## config.mk

```make
export PLATFORM = sky130hd
export DESIGN_NAME = i2c_bit_level_master_top
export DESIGN_NICKNAME = d
export VERILOG_FILES = /design/src/sv/ibm_pkg.sv /design/src/sv/i2c_bit_level_master_top.sv /design/src/sv/ibm_regs.sv /design/src/sv/ibm_engine.sv /design/src/sv/ibm_outq.sv
export SDC_FILE = /design/constraint.sdc
export NUM_CORES = 1
export LEC_CHECK = 0
export BUFFER_PORTS_ARGS = -buffer_cell sky130_fd_sc_hd__buf_2
export CAP_MARGIN = 20
export CELL_PAD_IN_SITES_DETAIL_PLACEMENT = 2
export CELL_PAD_IN_SITES_GLOBAL_PLACEMENT = 2
export CORE_MARGIN = 4
export CORE_UTILIZATION = 37
export DETAILED_ROUTE_END_ITERATION = 8
export HOLD_SLACK_MARGIN = 0.02
export PLACE_DENSITY_LB_ADDON = 0.2
export SYNTH_ARGS = -nofsm -noshare
export SYNTH_HDL_FRONTEND = slang
export SYNTH_SLANG_ARGS = --single-unit
```

## constraint.sdc

```tcl
create_clock -name clk -period 7.16 [get_ports clk]
set_clock_uncertainty 0.05 [all_clocks]
set_input_delay 0.358 -clock clk [delete_from_list [all_inputs] [get_ports clk]]
set_output_delay 0.358 -clock clk [all_outputs]
set_load 0.1 [all_outputs]
```

## src/sv/ibm_pkg.sv

```systemverilog
// shared types and codes for the i2c bit level master
// no dependencies
`default_nettype none

package ibm_pkg;

	localparam int unsigned HalfW = 16;
	localparam int unsigned PollW = 8;
	localparam int unsigned ByteW = 8;
	localparam int unsigned OpW = 3;
	localparam int unsigned PhaseW = 4;
	localparam int unsigned CmdW = 3;
	localparam int unsigned BitCntW = 4;
	localparam int unsigned InDataW = 16;
	localparam int unsigned OutDataW = 16;
	localparam int unsigned ApbAddrW = 3;
	localparam int unsigned ApbDataW = 32;

	localparam logic [HalfW-1:0] HalfReset = 16'd100;
	localparam logic [PollW-1:0] PollReset = 8'd250;
	localparam logic [BitCntW-1:0] BitsPerByte = 4'd8;

	localparam logic [OpW-1:0] OP_NONE = 3'd0;
	localparam logic [OpW-1:0] OP_START = 3'd1;
	localparam logic [OpW-1:0] OP_STOP = 3'd2;
	localparam logic [OpW-1:0] OP_WRITE = 3'd3;
	localparam logic [OpW-1:0] OP_READ = 3'd4;

	localparam logic [CmdW-1:0] CMD_NONE = 3'd0;
	localparam logic [CmdW-1:0] CMD_START = 3'd1;
	localparam logic [CmdW-1:0] CMD_STOP = 3'd2;
	localparam logic [CmdW-1:0] CMD_WRITE = 3'd3;
	localparam logic [CmdW-1:0] CMD_READ_NACK = 3'd4;
	localparam logic [CmdW-1:0] CMD_READ_ACK = 3'd5;

	localparam logic [PhaseW-1:0] PH_IDLE = 4'd0;
	localparam logic [PhaseW-1:0] PH_ST1 = 4'd1;
	localparam logic [PhaseW-1:0] PH_ST2 = 4'd2;
	localparam logic [PhaseW-1:0] PH_SP1 = 4'd3;
	localparam logic [PhaseW-1:0] PH_SP2 = 4'd4;
	localparam logic [PhaseW-1:0] PH_SP3 = 4'd5;
	localparam logic [PhaseW-1:0] PH_W1 = 4'd6;
	localparam logic [PhaseW-1:0] PH_W2 = 4'd7;
	localparam logic [PhaseW-1:0] PH_W3 = 4'd8;
	localparam logic [PhaseW-1:0] PH_WA1 = 4'd9;
	localparam logic [PhaseW-1:0] PH_WA2 = 4'd10;
	localparam logic [PhaseW-1:0] PH_R1 = 4'd11;
	localparam logic [PhaseW-1:0] PH_R2 = 4'd12;
	localparam logic [PhaseW-1:0] PH_RA1 = 4'd13;
	localparam logic [PhaseW-1:0] PH_RA2 = 4'd14;

	localparam logic [0:0] REG_HALF = 1'b0;
	localparam logic [0:0] REG_POLL = 1'b1;

	typedef struct packed {
		logic [HalfW-1:0] half_period_ticks;
		logic [PollW-1:0] ack_poll_limit;
	} cfg_t;

	typedef struct packed {
		logic [OpW-1:0] op;
		logic [ByteW-1:0] write_byte;
		logic ack_after_read;
		logic sda_level;
	} tick_t;

	typedef struct packed {
		logic [ByteW-1:0] read_byte;
		logic ack_error;
		logic done_res;
		logic busy_res;
		logic sda_pull_low;
		logic scl_level;
	} res_t;

endpackage

`default_nettype wire

```

## src/sv/i2c_bit_level_master_top.sv

```systemverilog
// top level of the i2c bit level master: apb registers, pin sequencer, result queue
// depends on ibm_pkg, ibm_regs, ibm_engine, ibm_outq
//
// usage: every transaction on the s_ channel is one timebase tick. it carries the
// sampled sda level and, while the engine is idle, a command in s_tuser (start,
// stop, write byte with acknowledge poll, read byte then ack or nack). each tick
// yields exactly one result transaction on the m_ channel with the pin levels,
// busy, done, ack error and the received byte.
// each result is registered in the result queue and is shown on m_tdata from its head.
// throughput: one tick per cycle while the queue has room; the sequencer updates its
// state once per tick taken and a two entry result queue sits in front of the m_ channel.
// stalls: while m_tready is low the queue fills and s_tready drops once both
// entries are held; no tick is taken or lost meanwhile.
// reset: arst_n returns the engine to idle with scl and sda released, clears the queue
// and loads the registers with 100 ticks per delay step and a poll limit of 250. the
// user must write registers over apb only while the engine is idle; no check enforces it.
`default_nettype none

module i2c_bit_level_master_top (
	input wire logic clk,
	input wire logic arst_n,
	input wire logic s_tvalid,
	output logic s_tready,
	// [7:0] write_byte, [8] ack_after_read, [9] sda_level, [15:10] zero
	input wire logic [ibm_pkg::InDataW-1:0] s_tdata,
	// [2:0] op
	input wire logic [ibm_pkg::OpW-1:0] s_tuser,
	output logic m_tvalid,
	input wire logic m_tready,
	// [0] scl_level, [1] sda_pull_low, [2] busy_res, [3] done_res, [4] ack_error,
	// [12:5] read_byte, [15:13] zero
	output logic [ibm_pkg::OutDataW-1:0] m_tdata,
	input wire logic psel,
	input wire logic penable,
	input wire logic pwrite,
	input wire logic [ibm_pkg::ApbAddrW-1:0] paddr,
	input wire logic [ibm_pkg::ApbDataW-1:0] pwdata,
	output logic [ibm_pkg::ApbDataW-1:0] prdata,
	output logic pready
);
	import ibm_pkg::*;

	cfg_t cfg;
	tick_t tick;
	res_t res, out_res;
	logic tick_en;

	assign tick.op = s_tuser;
	assign tick.write_byte = s_tdata[7:0];
	assign tick.ack_after_read = s_tdata[8];
	assign tick.sda_level = s_tdata[9];
	assign tick_en = s_tvalid && s_tready;

	ibm_regs u_regs (
		.clk(clk),
		.arst_n(arst_n),
		.psel(psel),
		.penable(penable),
		.pwrite(pwrite),
		.paddr(paddr),
		.pwdata(pwdata),
		.prdata(prdata),
		.pready(pready),
		.cfg(cfg)
	);

	ibm_engine u_engine (
		.clk(clk),
		.arst_n(arst_n),
		.en(tick_en),
		.tick(tick),
		.cfg(cfg),
		.res(res)
	);

	ibm_outq u_outq (
		.clk(clk),
		.arst_n(arst_n),
		.push(tick_en),
		.push_data(res),
		.ready(s_tready),
		.valid(m_tvalid),
		.pop(m_tvalid && m_tready),
		.pop_data(out_res)
	);

	assign m_tdata = {{(OutDataW-$bits(res_t)){1'b0}}, out_res};

endmodule

`default_nettype wire

```

## src/sv/ibm_regs.sv

```systemverilog
// apb configuration registers of the i2c bit level master
// depends on ibm_pkg
`default_nettype none

module ibm_regs (
	input wire logic clk,
	input wire logic arst_n,
	input wire logic psel,
	input wire logic penable,
	input wire logic pwrite,
	input wire logic [ibm_pkg::ApbAddrW-1:0] paddr,
	input wire logic [ibm_pkg::ApbDataW-1:0] pwdata,
	output logic [ibm_pkg::ApbDataW-1:0] prdata,
	output logic pready,
	output ibm_pkg::cfg_t cfg
);
	import ibm_pkg::*;

	logic [HalfW-1:0] half_q;
	logic [PollW-1:0] poll_q;
	logic wr_en;
	logic [0:0] reg_idx;

	assign pready = 1'b1;
	assign wr_en = psel && penable && pwrite && pready;
	assign reg_idx = paddr[2:2];

	always_ff @(posedge clk or negedge arst_n) begin
		if (!arst_n) begin
			half_q <= HalfReset;
			poll_q <= PollReset;
		end else if (wr_en) begin
			unique case (reg_idx)
				REG_HALF: half_q <= pwdata[HalfW-1:0];
				REG_POLL: poll_q <= pwdata[PollW-1:0];
				default: ;
			endcase
		end
	end

	always_comb begin
		unique case (reg_idx)
			REG_HALF: prdata = {{(ApbDataW-HalfW){1'b0}}, half_q};
			REG_POLL: prdata = {{(ApbDataW-PollW){1'b0}}, poll_q};
			default: prdata = '0;
		endcase
	end

	assign cfg.half_period_ticks = half_q;
	assign cfg.ack_poll_limit = poll_q;

endmodule

`default_nettype wire

```

## src/sv/ibm_engine.sv

```systemverilog
// pin sequencer of the i2c bit level master, one tick per accepted transaction
// depends on ibm_pkg
`default_nettype none

module ibm_engine (
	input wire logic clk,
	input wire logic arst_n,
	input wire logic en,
	input wire ibm_pkg::tick_t tick,
	input wire ibm_pkg::cfg_t cfg,
	output ibm_pkg::res_t res
);
	import ibm_pkg::*;

	logic [PhaseW-1:0] ph_q, ph_d;
	logic [CmdW-1:0] cmd_q, cmd_d;
	logic [BitCntW-1:0] bits_q, bits_d, bits_inc;
	logic [ByteW-1:0] shift_q, shift_d;
	logic [HalfW-1:0] dly_q, dly_d;
	logic [PollW-1:0] poll_q, poll_d;
	logic scl_q, scl_d;
	logic sda_q, sda_d;
	logic done, err;
	logic [ByteW-1:0] rb;

	assign bits_inc = bits_q + 4'd1;

	always_comb begin
		ph_d = ph_q;
		cmd_d = cmd_q;
		bits_d = bits_q;
		shift_d = shift_q;
		dly_d = dly_q;
		poll_d = poll_q;
		scl_d = scl_q;
		sda_d = sda_q;
		done = 1'b0;
		err = 1'b0;
		rb = '0;
		if (ph_q == PH_IDLE) begin
			unique case (tick.op)
				OP_START: begin
					cmd_d = CMD_START;
					sda_d = 1'b1;
					scl_d = 1'b1;
					dly_d = cfg.half_period_ticks;
					ph_d = PH_ST1;
				end
				OP_STOP: begin
					cmd_d = CMD_STOP;
					scl_d = 1'b0;
					sda_d = 1'b0;
					dly_d = cfg.half_period_ticks;
					ph_d = PH_SP1;
				end
				OP_WRITE: begin
					cmd_d = CMD_WRITE;
					shift_d = tick.write_byte;
					bits_d = '0;
					poll_d = '0;
					scl_d = 1'b0;
					dly_d = cfg.half_period_ticks;
					ph_d = PH_W1;
				end
				OP_READ: begin
					cmd_d = tick.ack_after_read ? CMD_READ_ACK : CMD_READ_NACK;
					shift_d = '0;
					bits_d = '0;
					sda_d = 1'b1;
					scl_d = 1'b0;
					dly_d = cfg.half_period_ticks;
					ph_d = PH_R1;
				end
				default: ;
			endcase
		end else if (dly_q > 16'd1) begin
			dly_d = dly_q - 16'd1;
		end else begin
			dly_d = '0;
			unique case (ph_q)
				PH_ST1: begin
					sda_d = 1'b0;
					dly_d = cfg.half_period_ticks;
					ph_d = PH_ST2;
				end
				PH_ST2: begin
					scl_d = 1'b0;
					ph_d = PH_IDLE;
					done = 1'b1;
				end
				PH_SP1: begin
					scl_d = 1'b1;
					dly_d = cfg.half_period_ticks;
					ph_d = PH_SP2;
				end
				PH_SP2: begin
					sda_d = 1'b1;
					dly_d = cfg.half_period_ticks;
					ph_d = PH_SP3;
				end
				PH_SP3: begin
					ph_d = PH_IDLE;
					done = 1'b1;
					err = (cmd_q == CMD_WRITE);
				end
				PH_W1: begin
					sda_d = shift_q[ByteW-1];
					shift_d = {shift_q[ByteW-2:0], 1'b0};
					dly_d = cfg.half_period_ticks;
					ph_d = PH_W2;
				end
				PH_W2: begin
					scl_d = 1'b1;
					dly_d = cfg.half_period_ticks;
					ph_d = PH_W3;
				end
				PH_W3: begin
					scl_d = 1'b0;
					bits_d = bits_inc;
					dly_d = cfg.half_period_ticks;
					if (bits_inc < BitsPerByte) begin
						ph_d = PH_W1;
					end else begin
						sda_d = 1'b1;
						ph_d = PH_WA1;
					end
				end
				PH_WA1: begin
					scl_d = 1'b1;
					dly_d = cfg.half_period_ticks;
					ph_d = PH_WA2;
				end
				PH_WA2: begin
					if (!tick.sda_level) begin
						scl_d = 1'b0;
						ph_d = PH_IDLE;
						done = 1'b1;
					end else if (poll_q >= cfg.ack_poll_limit) begin
						// no acknowledge in time, fall into the stop sequence
						scl_d = 1'b0;
						sda_d = 1'b0;
						dly_d = cfg.half_period_ticks;
						ph_d = PH_SP1;
					end else begin
						poll_d = poll_q + 8'd1;
					end
				end
				PH_R1: begin
					scl_d = 1'b1;
					shift_d = {shift_q[ByteW-1:1], shift_q[0] | tick.sda_level};
					dly_d = cfg.half_period_ticks;
					ph_d = PH_R2;
				end
				PH_R2: begin
					bits_d = bits_inc;
					scl_d = 1'b0;
					dly_d = cfg.half_period_ticks;
					if (bits_inc < BitsPerByte) begin
						shift_d = {shift_q[ByteW-2:0], 1'b0};
						ph_d = PH_R1;
					end else begin
						sda_d = (cmd_q != CMD_READ_ACK);
						ph_d = PH_RA1;
					end
				end
				PH_RA1: begin
					scl_d = 1'b1;
					dly_d = cfg.half_period_ticks;
					ph_d = PH_RA2;
				end
				PH_RA2: begin
					scl_d = 1'b0;
					ph_d = PH_IDLE;
					done = 1'b1;
					rb = shift_q;
				end
				default: ph_d = PH_IDLE;
			endcase
		end
	end

	always_ff @(posedge clk or negedge arst_n) begin
		if (!arst_n) begin
			ph_q <= PH_IDLE;
			cmd_q <= CMD_NONE;
			bits_q <= '0;
			shift_q <= '0;
			dly_q <= '0;
			poll_q <= '0;
			scl_q <= 1'b1;
			sda_q <= 1'b1;
		end else if (en) begin
			ph_q <= ph_d;
			cmd_q <= cmd_d;
			bits_q <= bits_d;
			shift_q <= shift_d;
			dly_q <= dly_d;
			poll_q <= poll_d;
			scl_q <= scl_d;
			sda_q <= sda_d;
		end
	end

	assign res.scl_level = scl_d;
	assign res.sda_pull_low = ~sda_d;
	assign res.busy_res = (ph_d != PH_IDLE);
	assign res.done_res = done;
	assign res.ack_error = err;
	assign res.read_byte = rb;

`ifndef SYNTH
	a_done_idle: assert property (@(posedge clk) disable iff (!arst_n)
		res.done_res |-> !res.busy_res)
		else $error("done while still busy");
	a_err_stop: assert property (@(posedge clk) disable iff (!arst_n)
		res.ack_error |-> (ph_q == PH_SP3) && (cmd_q == CMD_WRITE))
		else $error("ack error outside write stop");
	a_rb_done: assert property (@(posedge clk) disable iff (!arst_n)
		(res.read_byte != '0) |-> res.done_res && (ph_q == PH_RA2))
		else $error("read byte outside read completion");
	a_idle_hold: assert property (@(posedge clk) disable iff (!arst_n)
		!en |=> $stable(ph_q) && $stable(dly_q))
		else $error("state moved without a tick");
`endif

endmodule

`default_nettype wire

```

## src/sv/ibm_outq.sv

```systemverilog
// two entry result queue between the sequencer and the output stream
// depends on ibm_pkg
`default_nettype none

module ibm_outq (
	input wire logic clk,
	input wire logic arst_n,
	input wire logic push,
	input wire ibm_pkg::res_t push_data,
	output logic ready,
	output logic valid,
	input wire logic pop,
	output ibm_pkg::res_t pop_data
);
	import ibm_pkg::*;

	res_t mem_q [2];
	logic wr_ptr_q, rd_ptr_q;
	logic [1:0] cnt_q;

	assign ready = (cnt_q != 2'd2);
	assign valid = (cnt_q != 2'd0);
	assign pop_data = mem_q[rd_ptr_q];

	always_ff @(posedge clk) begin
		if (push) begin
			mem_q[wr_ptr_q] <= push_data;
		end
	end

	always_ff @(posedge clk or negedge arst_n) begin
		if (!arst_n) begin
			wr_ptr_q <= 1'b0;
			rd_ptr_q <= 1'b0;
			cnt_q <= '0;
		end else begin
			if (push) begin
				wr_ptr_q <= ~wr_ptr_q;
			end
			if (pop) begin
				rd_ptr_q <= ~rd_ptr_q;
			end
			priority if (push && !pop) begin
				cnt_q <= cnt_q + 2'd1;
			end else if (pop && !push) begin
				cnt_q <= cnt_q - 2'd1;
			end else begin
				cnt_q <= cnt_q;
			end
		end
	end

`ifndef SYNTH
	a_no_overflow: assert property (@(posedge clk) disable iff (!arst_n)
		cnt_q != 2'd3)
		else $error("result queue overflow");
	a_no_push_full: assert property (@(posedge clk) disable iff (!arst_n)
		(cnt_q == 2'd2) |-> !push)
		else $error("push into full queue");
	a_ptr_track: assert property (@(posedge clk) disable iff (!arst_n)
		(cnt_q == 2'd0 || cnt_q == 2'd2) |-> (wr_ptr_q == rd_ptr_q))
		else $error("queue pointers out of step");
`endif

endmodule

`default_nettype wire
```

==> summary.txt, run 1 <==
Yosys
  – #FFs+latches synth: 99
  – Adder-Cell Fraction of Synth Area: 2.82%
  – Post-synthesis xor/xnor area fraction: ~2.7%
  – Largest family of logic cells by synthesized area: simple AND/OR/NAND/NOR gates
  – Post-Syn Area per Cell: 9.81 µm²
  – Yosys cell types: 71
  – Synth area leaders: dfrtp_1 27%, edfxtp_1 14%, mux2_2 8.8%
  – Synth warn: 0
  – Synth Area in Compound Gates: 16.6%
  – Simple-Gate Fraction of Synth Area: 16.9%
  – Mux contribution to synthesized area: approximately 9.1%
  – Yosys top cell by area: dfrtp_1
  – Mapped Area: 5780 µm²
  – Mapped Cells: 589
  – Main synth FF type: dfrtp_1
  – Asr flop ratio synth: 73.7%
  – Synth top area share: between 20 and 30%
  – Sequential area share after synthesis: 45.4%
  – Post-synth EDFFs: 26

Place
  – Number of port buffers: 67
  – Pre-CTS setup slack: between 3000 and 4000 ps
  – Routability cong.: between 0.8 and 0.9
  – Placed cells: 838
  – Post-DP HPWL: 12,100 µm

Pwr
  – Psw: roughly 1.6 mW
  – Clock power frac: 16.1%
  – Total chip power: 3.05 mW
  – Pwr Density: around 470 nW/µm²
  – Seq pwr share: 32.6%
  – Combinational share of power: 51.3%
  – LEAKAGE: 2.74 nW
  – Maximum VDD drop: 0.186 mV
  – Switching share of power: 51.1%
  – Power Internal: 1.49 mW

Clock tree
  – Worst-Skew Late Latency: 360 ps
  – TritonCTS clock tree: built
  – Worst-path clk slew: about 70 ps
  – Total CTS buffers: 9
  – Max Root-Sink Buffers: 2
  – H-Tree Depth: 3
  – Root Buffer: clkbuf_16
  – Clock sinks: 99

Layout
  – Layout cells sized above 1: 23.9%
  – Ant diodes: 0
  – Nets: ~700
  – Fill cells: 1,648
  – Area growth syn-to-layout: 13.0%
  – Non-Filler Instances: 856

Drt
  – Drt wl/cell: 19.8 µm
  – Post-route ant nets: 0
  – Pre-antenna DRT Iters: 4
  – Via count: 4,675
  – Via-per-instance ratio: 5.46
  – Overall routed net length: 17,000 µm
  – DRC errors left: 0
  – First DRT Iteration DRCs: 227

Run status
  – Status: finished clean

Min path
  – Worst Hold Class: in2reg

STA
  – Final hold violations: 0
  – Max Slew Vio Count: 0
  – Sum Neg Setup Slack: 0 ps
  – Final setup viols: 0
  – Fmax achieved: 263 MHz
  – Min Clock Period, post-route: 3800 ps
  – Max_slew headroom: roughly a quarter
  – Period utilization: 53.0%
  – Worst-Margin Slew: 1140 ps
  – PnR worst setup slack: around 3400 ps
  – RSZ-0062 raised after global routing: no

Die
  – Core Region: 15,300 µm²
  – Die Span X: 133 µm
  – Die Area: around 18,000 µm²
  – # IOs: 112
  – Die Ht: 133 µm
  – Starting Density: 37.9%
  – Rows: 45

Global route
  – Number of global-route vias before repair: ~5,200
  – Gr usage total: 19.7%
  – Largest net degree at the start of global routing: 74
  – First-pass GRT wire length: 27,700 µm
  – Total grt overflow: 0
  – Initial antenna violation count: 0

Flow run
  – Number of max-cap violations: 0

Worst setup path
  – Critical path fanouts, max: 26
  – Setup crit end kind: flop
  – Crit path launch type: flop
  – Worst EP required: 7380 ps
  – Setup CP Type: reg2reg
  – Worst EP arrival: approximately 4000 ps
## power by group through the flow
stage / Clock [mW] / Sequential [mW] / Combinational (mW)
finish: 0.490 / 0.994 / 1.56
global route: 0.530 / 1.02 / 1.70
CTS: 0.508 / 0.994 / 1.57
detailed placement: 0 / 1.00 / 1.56
global placement: 0 / 0.985 / 1.50
floorplan: 0 / 0.886 / 1.30
## flip-flops by register name, indices dropped and copies added (netlist names)
signal            cells
u_outq.wr_ptr_q       1
u_engine.poll_q       8
u_regs.half_q        16
u_outq.rd_ptr_q       1
u_regs.poll_q         8
u_outq.cnt_q          2
u_engine.scl_q        1
u_engine.sda_q        1
u_engine.ph_q         4
u_engine.dly_q       16
u_outq.mem_q         26
u_engine.shift_q      8
u_engine.bits_q       4
u_engine.cmd_q        3
## cell usage in the layout, fill, tap and decap left out, drive strengths merged, types with 3 or more instances in the layout
cell     synthesis  layout
a221o            7       7
buf             24      71
xnor2           13      13
o211ai           3       3
o21ai           50      50
and2            10      10
a21oi           33      33
clkinv           1       5
and3             5       5
clkbuf          26       9
a31oi            4       4
nand3           12      12
o31ai            6       6
nor2            39      39
dfrtp           62      62
edfxtp          26      26
a22oi            7       7
ha              13      13
dfstp           11      11
nand2           62      62
nor2b           13      13
nand2b           6       6
o22ai            4       4
or2              3       3
nand4            5       5
nor4             6       6
or3              7       7
a21o             4       4
xor2             5       5
conb             2      20
a211oi           4       4
a2111oi          3       3
mux2            45      45
nor3            13      13
inv             22      23
## stage by stage
step / hold slack, ps / cell area [µm²] / utilization (%)
6_report: 177 / 6530 / 42.8
5_1_grt: 171 / 6530 / 42.8
4_1_cts: 167 / 6490 / 42.5
3_5_place_dp: 435 / 6200 / 40.6
3_3_place_gp: 424 / 6190 / 40.6
2_1_floorplan: 12.4 / 5840 / -
## cell type report
class                      instances  area (µm²)  share of cell area, %
multi-input combinational        435        2860                   43.9
sequential                        99        2620                   40.2
timing repair buffer              72         398                   6.10
tap                              211         264                   4.05
clock buffer                       9         225                   3.45
inverter                          23        86.3                   1.32
clock inverter                     7        67.6                   1.04
## logic make-up after synthesis
family | Yosys count
other cells | 2
mux | 47
fa+ha+maj | 13
flops | 99
buf+inv | 73
compound gates | 147
simple gates | 190
xor+xnor | 18
## layer usage
metal | vias up | wire length [µm] | GRT usage [%]
met4 | 0 | 299 | 6.41
met2 | 92 | 9030 | 35.6
li1 | 2180 | - | -
met5 | - | 0 | 0
met1 | 2384 | 7130 | 23.8
met3 | 19 | 506 | 3.16
## worst max-delay path: stages (launching register included)
cell and delay [ps]:
dfrtp_1 690, nor3_1 340, nand2_1 680, a21oi_1 1160
a211o_1 270, or3_4 220, o21ai_0 120, a21oi_1 180
## Yosys cell counts (3+ instances only)
library cell / n
dfrtp_1: 62
nand2_1: 62
mux2_2: 45
nor2_1: 39
o21ai_0: 38
a21oi_1: 32
clkbuf_1: 26
edfxtp_1: 26
inv_1: 22
buf_4: 20
ha_1: 13
nor2b_1: 13
nor3_1: 13
xnor2_1: 13
nand3_1: 12
o21ai_1: 12
dfstp_2: 11
and2_1: 9
a221o_1: 7
a22oi_1: 7
nand2b_1: 6
o31ai_1: 6
or3_1: 6
and3_1: 5
nand4_1: 5
nor4_1: 5
xor2_1: 5
a211oi_1: 4
a21o_1: 4
a31oi_1: 4
o22ai_1: 4
o211ai_1: 3
or2_2: 3
## path summary, 6_finish.rpt
check	from	end	slack (ps)	cells past startpoint
setup reg to reg	u_engine.ph_q[3]	u_engine.shift_q[0]	3360	7
hold reg to reg	u_outq.cnt_q[1]	u_outq.cnt_q[1]	440	1
max in group asynchronous	arst_n	u_regs.poll_q[3]	5980	3
hold / removal	pwdata[15]	u_regs.half_q[15]	180	2
setup / recovery	u_engine.ph_q[3]	u_engine.shift_q[0]	3360	7
min in group asynchronous	arst_n	u_engine.cmd_q[0]	440	2
## repair_timing
item	4_1_cts	5_1_grt
hold endpoints to repair	0	24
buffers inserted	0	0
resized for setup	0	0
hold buffers	0	1
endpoints found under the setup margin	0	0
No activity file was read; power rests on OpenSTA's default activity.
==> inputs of run 2 (changes only) <==
- ABC_AREA: not set -> 1
- CORE_UTILIZATION: 37 -> 29
- clock period: 7.16 -> 3.3 ns (I/O delays scaled with it)
==> summary.txt, run 2 <==
Run status
  – Status: finished clean

Die
  – Rows: 52
  – Starting Density: 29.9%
  – Die Span X: between 150 and 200 µm
  – Die Ht: 153 µm
  – # IOs: 112
  – Die Area: 23,500 µm²
  – Core Region: 20,500 µm²

Yosys
  – Synth area leaders: dfrtp_1 25%, nand2_1 13%, edfxtp_1 13%
  – Yosys top cell by area: dfrtp_1
  – Synth warn: 0
  – Mapped Cells: around 810
  – Asr flop ratio synth: between 70% and 80%
  – Post-Syn Area per Cell: 7.53 µm²
  – Yosys cell types: 45
  – Most common cell in the netlist: nand2_1
  – Synth cell count leaders: 215 x nand2_1, 99 x nor2_1, 72 x inv_1, 62 x dfrtp_1, 46 x nand3_1
  – Synth top area share: 25.3%
  – Post-synth EDFFs: 26
  – Sequential area share after synthesis: between 40% and 50%
  – #FFs+latches synth: 99
  – Main synth FF type: dfrtp_1
  – Mapped Area: 6130 µm²

Clock tree
  – Max Root-Sink Buffers: 2
  – Post-CTS Setup Bufs: 0
  – H-Tree Depth: 3
  – Clock sinks: 99
  – Worst-Skew Late Latency: 350 ps
  – Worst-path clk slew: 70 ps
  – Root Buffer: clkbuf_16
  – TritonCTS clock tree: built
  – Total CTS buffers: 9

STA
  – Period utilization: 74.2%
  – Worst-Margin Slew: 520 ps
  – Max_slew headroom: 65.3%
  – PnR worst setup slack: 852 ps
  – Final setup viols: 0
  – Final hold violations: 0
  – Fmax achieved: 409 MHz
  – Sum Neg Setup Slack: 0 ps
  – Max Slew Vio Count: 0
  – Min Clock Period, post-route: 2450 ps
  – RSZ-0062 raised after global routing: no

Layout
  – Final Cell Area: 7120 µm²
  – Largest regs: u_outq.mem_q (26), u_engine.dly_q (16), u_regs.half_q (16)
  – Area growth syn-to-layout: 16.3%
  – Max reg flops: 26
  – Most frequent cells in the layout: 215 x nand2_1, 99 x nor2_1, 72 x inv_1
  – Fill cells: around 2,400
  – Reg with most FFs: u_outq.mem_q
  – Multi-input logic area: 2910 µm²
  – Flip-flop and latch area: 2620 µm²
  – Layout cells sized above 1: between 15 and 20%
  – Nets: 962
  – Commonest non-fill, non-tap cell in the layout: nand2_1
  – Ant diodes: 0
  – Fin util: 34.8%

Worst setup path
  – Family with the most delay on the worst path: simple AND/OR/NAND/NOR gates
  – CP max stage delay: ~550 ps
  – Crit-path cells: inv_1, ha_1, nand2_1, nor2_1, nor2_1, nand2_1, nand2_1, nand2_1, o21ai_1, nand3_2, nand2_1, o21ai_2
  – Crit path launch type: flop
  – Most used cell along the critical path: nand2_1
  – FF-to-FF path depth: 12
  – Slowest CP cell: dfstp_2
  – R2R Setup Slk: 850 ps
  – Critical Path Start: u_regs.poll_q[3]
  – Setup crit end kind: flop
  – R2r startpoint: u_regs.poll_q[3]
  – CP bufs+invs: 1
  – Worst EP required: 3480 ps
  – Worst EP arrival: 2630 ps
  – Reg-to-reg endpoint: u_engine.poll_q[1]
  – Critical path fanouts, max: 16
  – Setup CP Type: reg2reg

Drt
  – Overall routed net length: 19,600 µm
  – Via-per-instance ratio: 4.83
  – Drt wl/cell: approximately 17 µm
  – First DRT Iteration DRCs: 215
  – Pre-antenna DRT Iters: 4
  – Post-route ant nets: 0
  – Via count: about 5,600
  – DRC errors left: 0

Global route
  – Number of global-route vias before repair: roughly 6,300
  – Largest net degree at the start of global routing: 74
  – Gr usage total: 16.9%
  – Initial antenna violation count: 0
  – Total grt overflow: 0
  – First-pass GRT wire length: about 33,000 µm

Pwr
  – Total chip power: 6.77 mW
  – Pwr Density: between 900 and 1000 nW/µm²
  – Maximum VDD drop: roughly 0.3 mV
  – LEAKAGE: between 3 and 4 nW

Min path
  – Hold Crit Endpoint: u_regs.half_q[11]
  – Worst Hold Class: in2reg
  – Hold path cells: 3
  – Worst Min Path Start: pwdata[11]

Place
  – Routability cong.: about 0.84
  – Post-DP HPWL: 14,700 µm
  – Dpl cell area: 6640 µm²
  – Pre-CTS setup slack: 822 ps
  – Number of port buffers: 67

Flow run
  – Number of max-cap violations: 0
run 2: cell types whose count changed in the layout (fill, tap and decap cells not counted), moves of 12 or more:
cell / before / now
nand2_1: 62 / 215
nor2_1: 39 / 99
inv_1: 22 / 72
mux2_2: 45 / 0
nand3_1: 12 / 46
inv_2: 0 / 24
dlygate4sd3_1: 1 / 14
nor2b_1: 13 / 0
xnor2_1: 13 / 1
run 2: where the power goes:
group / switching, mW / internal (mW)
sequential: 0.341 / 1.70
clock: 0.488 / 0.609
combinational: 2.76 / 0.879
total: 3.58 / 3.19
run 2: area by class of cell:
| type | count | share of cell area [%] |
|---|---|---|
| clock buffers | 10 | 3.35 |
| clock inverters | 6 | 0.896 |
| inverters | 97 | 5.13 |
| multi-input cells | 589 | 40.8 |
| flip-flops and latches | 99 | 36.8 |
| well taps | 270 | 4.74 |
| repair buffers | 92 | 8.25 |
run 2: kinds of logic (layout without fill, tap and decap cells):
kind of cell | count (synthesis) | in the layout | share of synthesized area (%)
buffers and inverters | 144 | 205 | 10.8
flip-flops | 99 | 99 | 42.8
other | 2 | 20 | 0.123
adder cells (fa/ha/maj) | 13 | 13 | 2.65
AO/OA/AOI/OAI | 136 | 136 | 12.8
AND/OR/NAND/NOR | 405 | 405 | 28.6
XOR/XNOR | 15 | 15 | 2.14
run 2: worst min-delay path: stages:
cell and delay [ps]:
buf_2 70, nor2_1 30, a21oi_1 110
run 2: worst max-delay path by stage:
stage / endpoint / slack [ps] / cells past startpoint
2_1_floorplan: prdata[2] / 420 / 2
3_3_place_gp: u_engine.poll_q[0] / 950 / 11
3_5_place_dp: u_engine.poll_q[1] / 820 / 12
4_1_cts: u_engine.poll_q[1] / 810 / 12
5_1_grt: u_engine.poll_q[1] / 590 / 12
6_report: u_engine.poll_q[1] / 850 / 12
run 2: repair_timing:
action / in CTS / in global routing
resized for setup: 0 / 0
hold buffers: 14 / 0
endpoints found under the hold margin: 71 / 0
run 2: stage by stage:
step,hold WS [ps],instances
floorplan,-181,832
global placement,357,1131
detailed placement,374,1131
CTS,25.0,1161
global route,25.0,1163
finish,29.4,1163
run 2: layer usage:
layer | wire [µm] | part of all wire, % | vias up | global-route usage (%)
met5 | 0 | 0 | - | 0
met1 | 8400 | 43 | 2815 | 20.2
met4 | 165 | 0.84 | 0 | 3.03
met3 | 517 | 2.6 | 11 | 2.66
met2 | 10500 | 54 | 77 | 32.1
li1 | - | - | 2718 | -
==> inputs of run 3 (changes only) <==
- clock period: 3.3 -> 2.1 ns (I/O delays scaled with it)
==> summary.txt, run 3 (same netlist as run 2, synthesis figures left out) <==
Die
  – Rows: 52
  – Die Ht: 153 µm
  – Core Region: 20,500 µm²
  – Die Area: 23,500 µm²
  – Starting Density: 29.9%
  – Die Span X: between 150 and 200 µm
  – # IOs: 112

Pwr
  – LEAKAGE: 3.77 nW
  – Seq pwr share: a little over a quarter
  – Psw: 6.06 mW
  – Total chip power: between 10 and 15 mW
  – Switching share of power: approximately 52%
  – Power Internal: 5.58 mW
  – Clock power frac: roughly 16%
  – Maximum VDD drop: 0.478 mV
  – Combinational share of power: 57.0%
  – Pwr Density: 1480 nW/µm²

STA
  – Fmax achieved: 472 MHz
  – Min Clock Period, post-route: approximately 2100 ps
  – Max Slew Vio Count: 0
  – RSZ-0062 raised after global routing: yes
  – Final hold violations: 0
  – PnR worst setup slack: -20.3 ps
  – Worst-Margin Slew: roughly 520 ps
  – Max_slew headroom: 65.3%
  – Sum Neg Setup Slack: -40.4 ps
  – Period utilization: 101%
  – Final setup viols: 2
  – Worst hold slack: 11.7 ps

Layout
  – Largest regs: u_outq.mem_q (26), u_engine.dly_q (16), u_regs.half_q (16)
  – Commonest non-fill, non-tap cell in the layout: nand2_1
  – Reg with most FFs: u_outq.mem_q
  – Fill cells: roughly 2,400
  – Ant diodes: 0
  – Fin util: 38.3%
  – Max reg flops: 26
  – Layout cells sized above 1: 28.6%
  – Area growth syn-to-layout: 28.1%
  – Nets: just over 1,000
  – Non-Filler Instances: roughly 1,200
  – Most frequent cells in the layout: 197 x nand2_1, 93 x nor2_1, 66 x buf_2
  – Final Cell Area: between 7000 and 8000 µm²

Clock tree
  – Clock sinks: 99
  – Max Root-Sink Buffers: 2
  – Root Buffer: clkbuf_16
  – Worst-Skew Late Latency: 360 ps
  – Worst-path clk slew: ~70 ps
  – TritonCTS clock tree: built
  – Total CTS buffers: 9
  – H-Tree Depth: 3

Place
  – Pre-CTS setup slack: -251 ps
  – Placed cells: between 1,000 and 1,500
  – Number of port buffers: 67
  – Dpl cell area: 6930 µm²
  – Routability cong.: 0.878
  – Post-DP HPWL: 15,400 µm

Run status
  – Failing checks: setup timing
  – Status: finished, violations left

Global route
  – GR peak layer: met2
  – Initial antenna violation count: 0
  – First-pass GRT wire length: 33,700 µm
  – Number of global-route vias before repair: 6,553
  – GRT met3 Usage: 2.15%
  – Total grt overflow: 0
  – Largest net degree at the start of global routing: 38
  – Met1 GRT Util: 20.6%
  – Met2 usage: between 30% and 40%
  – Gr usage total: between 10% and 20%

Drt
  – Drt wl/cell: 17.0 µm
  – First DRT Iteration DRCs: 265
  – Post-route ant nets: 0
  – DRC errors left: 0
  – Via-per-instance ratio: 4.75
  – Overall routed net length: 20,600 µm
  – Pre-antenna DRT Iters: 4
  – Via count: 5,743

Worst setup path
  – Setup CP Type: reg2reg
  – Crit path launch type: flop
  – Most used cell along the critical path: nand2_2
  – Crit-path cells: inv_1, ha_1, nand2_2, o21a_1, buf_6, nand3_4, nand3_2, nand2_2, nand2_2, nor2_2, nand2_1
  – CP max stage delay: 540 ps
  – Slowest CP cell: dfstp_2
  – Worst EP required: roughly 2200 ps
  – Setup crit end kind: flop
  – Critical path fanouts, max: 2
  – Worst EP arrival: 2170 ps

Min path
  – Worst Hold Class: in2reg

Flow run
  – Number of max-cap violations: 0
-- run 3: cell types whose count changed in the layout (fill, tap and decap cells not counted), sizes merged --
cell	delta
clkbuf	-1
dlygate4sd3	+4
nor2	+1
clkinvlp	-1
buf	+40
inv	+1
bufinv	+1
-- run 3: worst paths after layout --
kind / from / endpoint / slack (ps) / depth (start not counted)
hold reg to reg: u_outq.cnt_q[0] / u_outq.cnt_q[0] / 450 / 1
hold / removal: pwdata[0] / u_regs.poll_q[0] / 10 / 3
setup / recovery: u_regs.poll_q[6] / u_outq.mem_q[0][2] / -20 / 11
setup reg to reg: u_regs.poll_q[6] / u_outq.mem_q[0][2] / -20 / 11
min in group asynchronous: arst_n / u_regs.half_q[10] / 220 / 2
max in group asynchronous: arst_n / u_engine.sda_q / 1120 / 3
-- run 3: final cells by class --
| class | instances | area [µm²] | share of cell area (%) |
|---|---|---|---|
| Multi-Input combinational cell | 590 | 3210 | 40.9 |
| Sequential cell | 99 | 2620 | 33.4 |
| Inverter | 97 | 370 | 4.72 |
| Clock buffer | 9 | 225 | 2.87 |
| Tap cell | 270 | 338 | 4.30 |
| Timing Repair Buffer | 136 | 978 | 12.5 |
| Clock inverter | 7 | 98.8 | 1.26 |
-- run 3: worst max-delay path: cells and delay by family (launching register included) --
family	cells	cell delay, ps
AND/OR/NAND/NOR	7	550
flip-flops	1	540
adder cells (fa/ha/maj)	1	300
AO/OA/AOI/OAI	1	240
buffers and inverters	2	190
-- run 3: repair_timing --
item                                   4_1_cts  5_1_grt
pin swaps                                   14       25
endpoints found under the hold margin       48        0
resized for setup                           24       51
setup buffers                                3        9
hold buffers                                18        0
cloned                                       0        1
setup endpoints to repair                   28       53
-- run 3: metal layers --
layer / up-vias / share of wire, %
met5: - / 0
met4: 0 / 1.5
met3: 17 / 2.5
met2: 81 / 54
met1: 2838 / 42
li1: 2807 / -
-- run 3: power by group through the flow --
stage               clock (mW)  sequential, mW  combinational [mW]
finish                    1.85            3.15                6.64
detailed placement           0            3.18                6.13
global placement             0            3.14                5.91
global route              1.99            3.25                7.27
CTS                       1.91            3.15                6.33
floorplan                    0            3.04                4.67
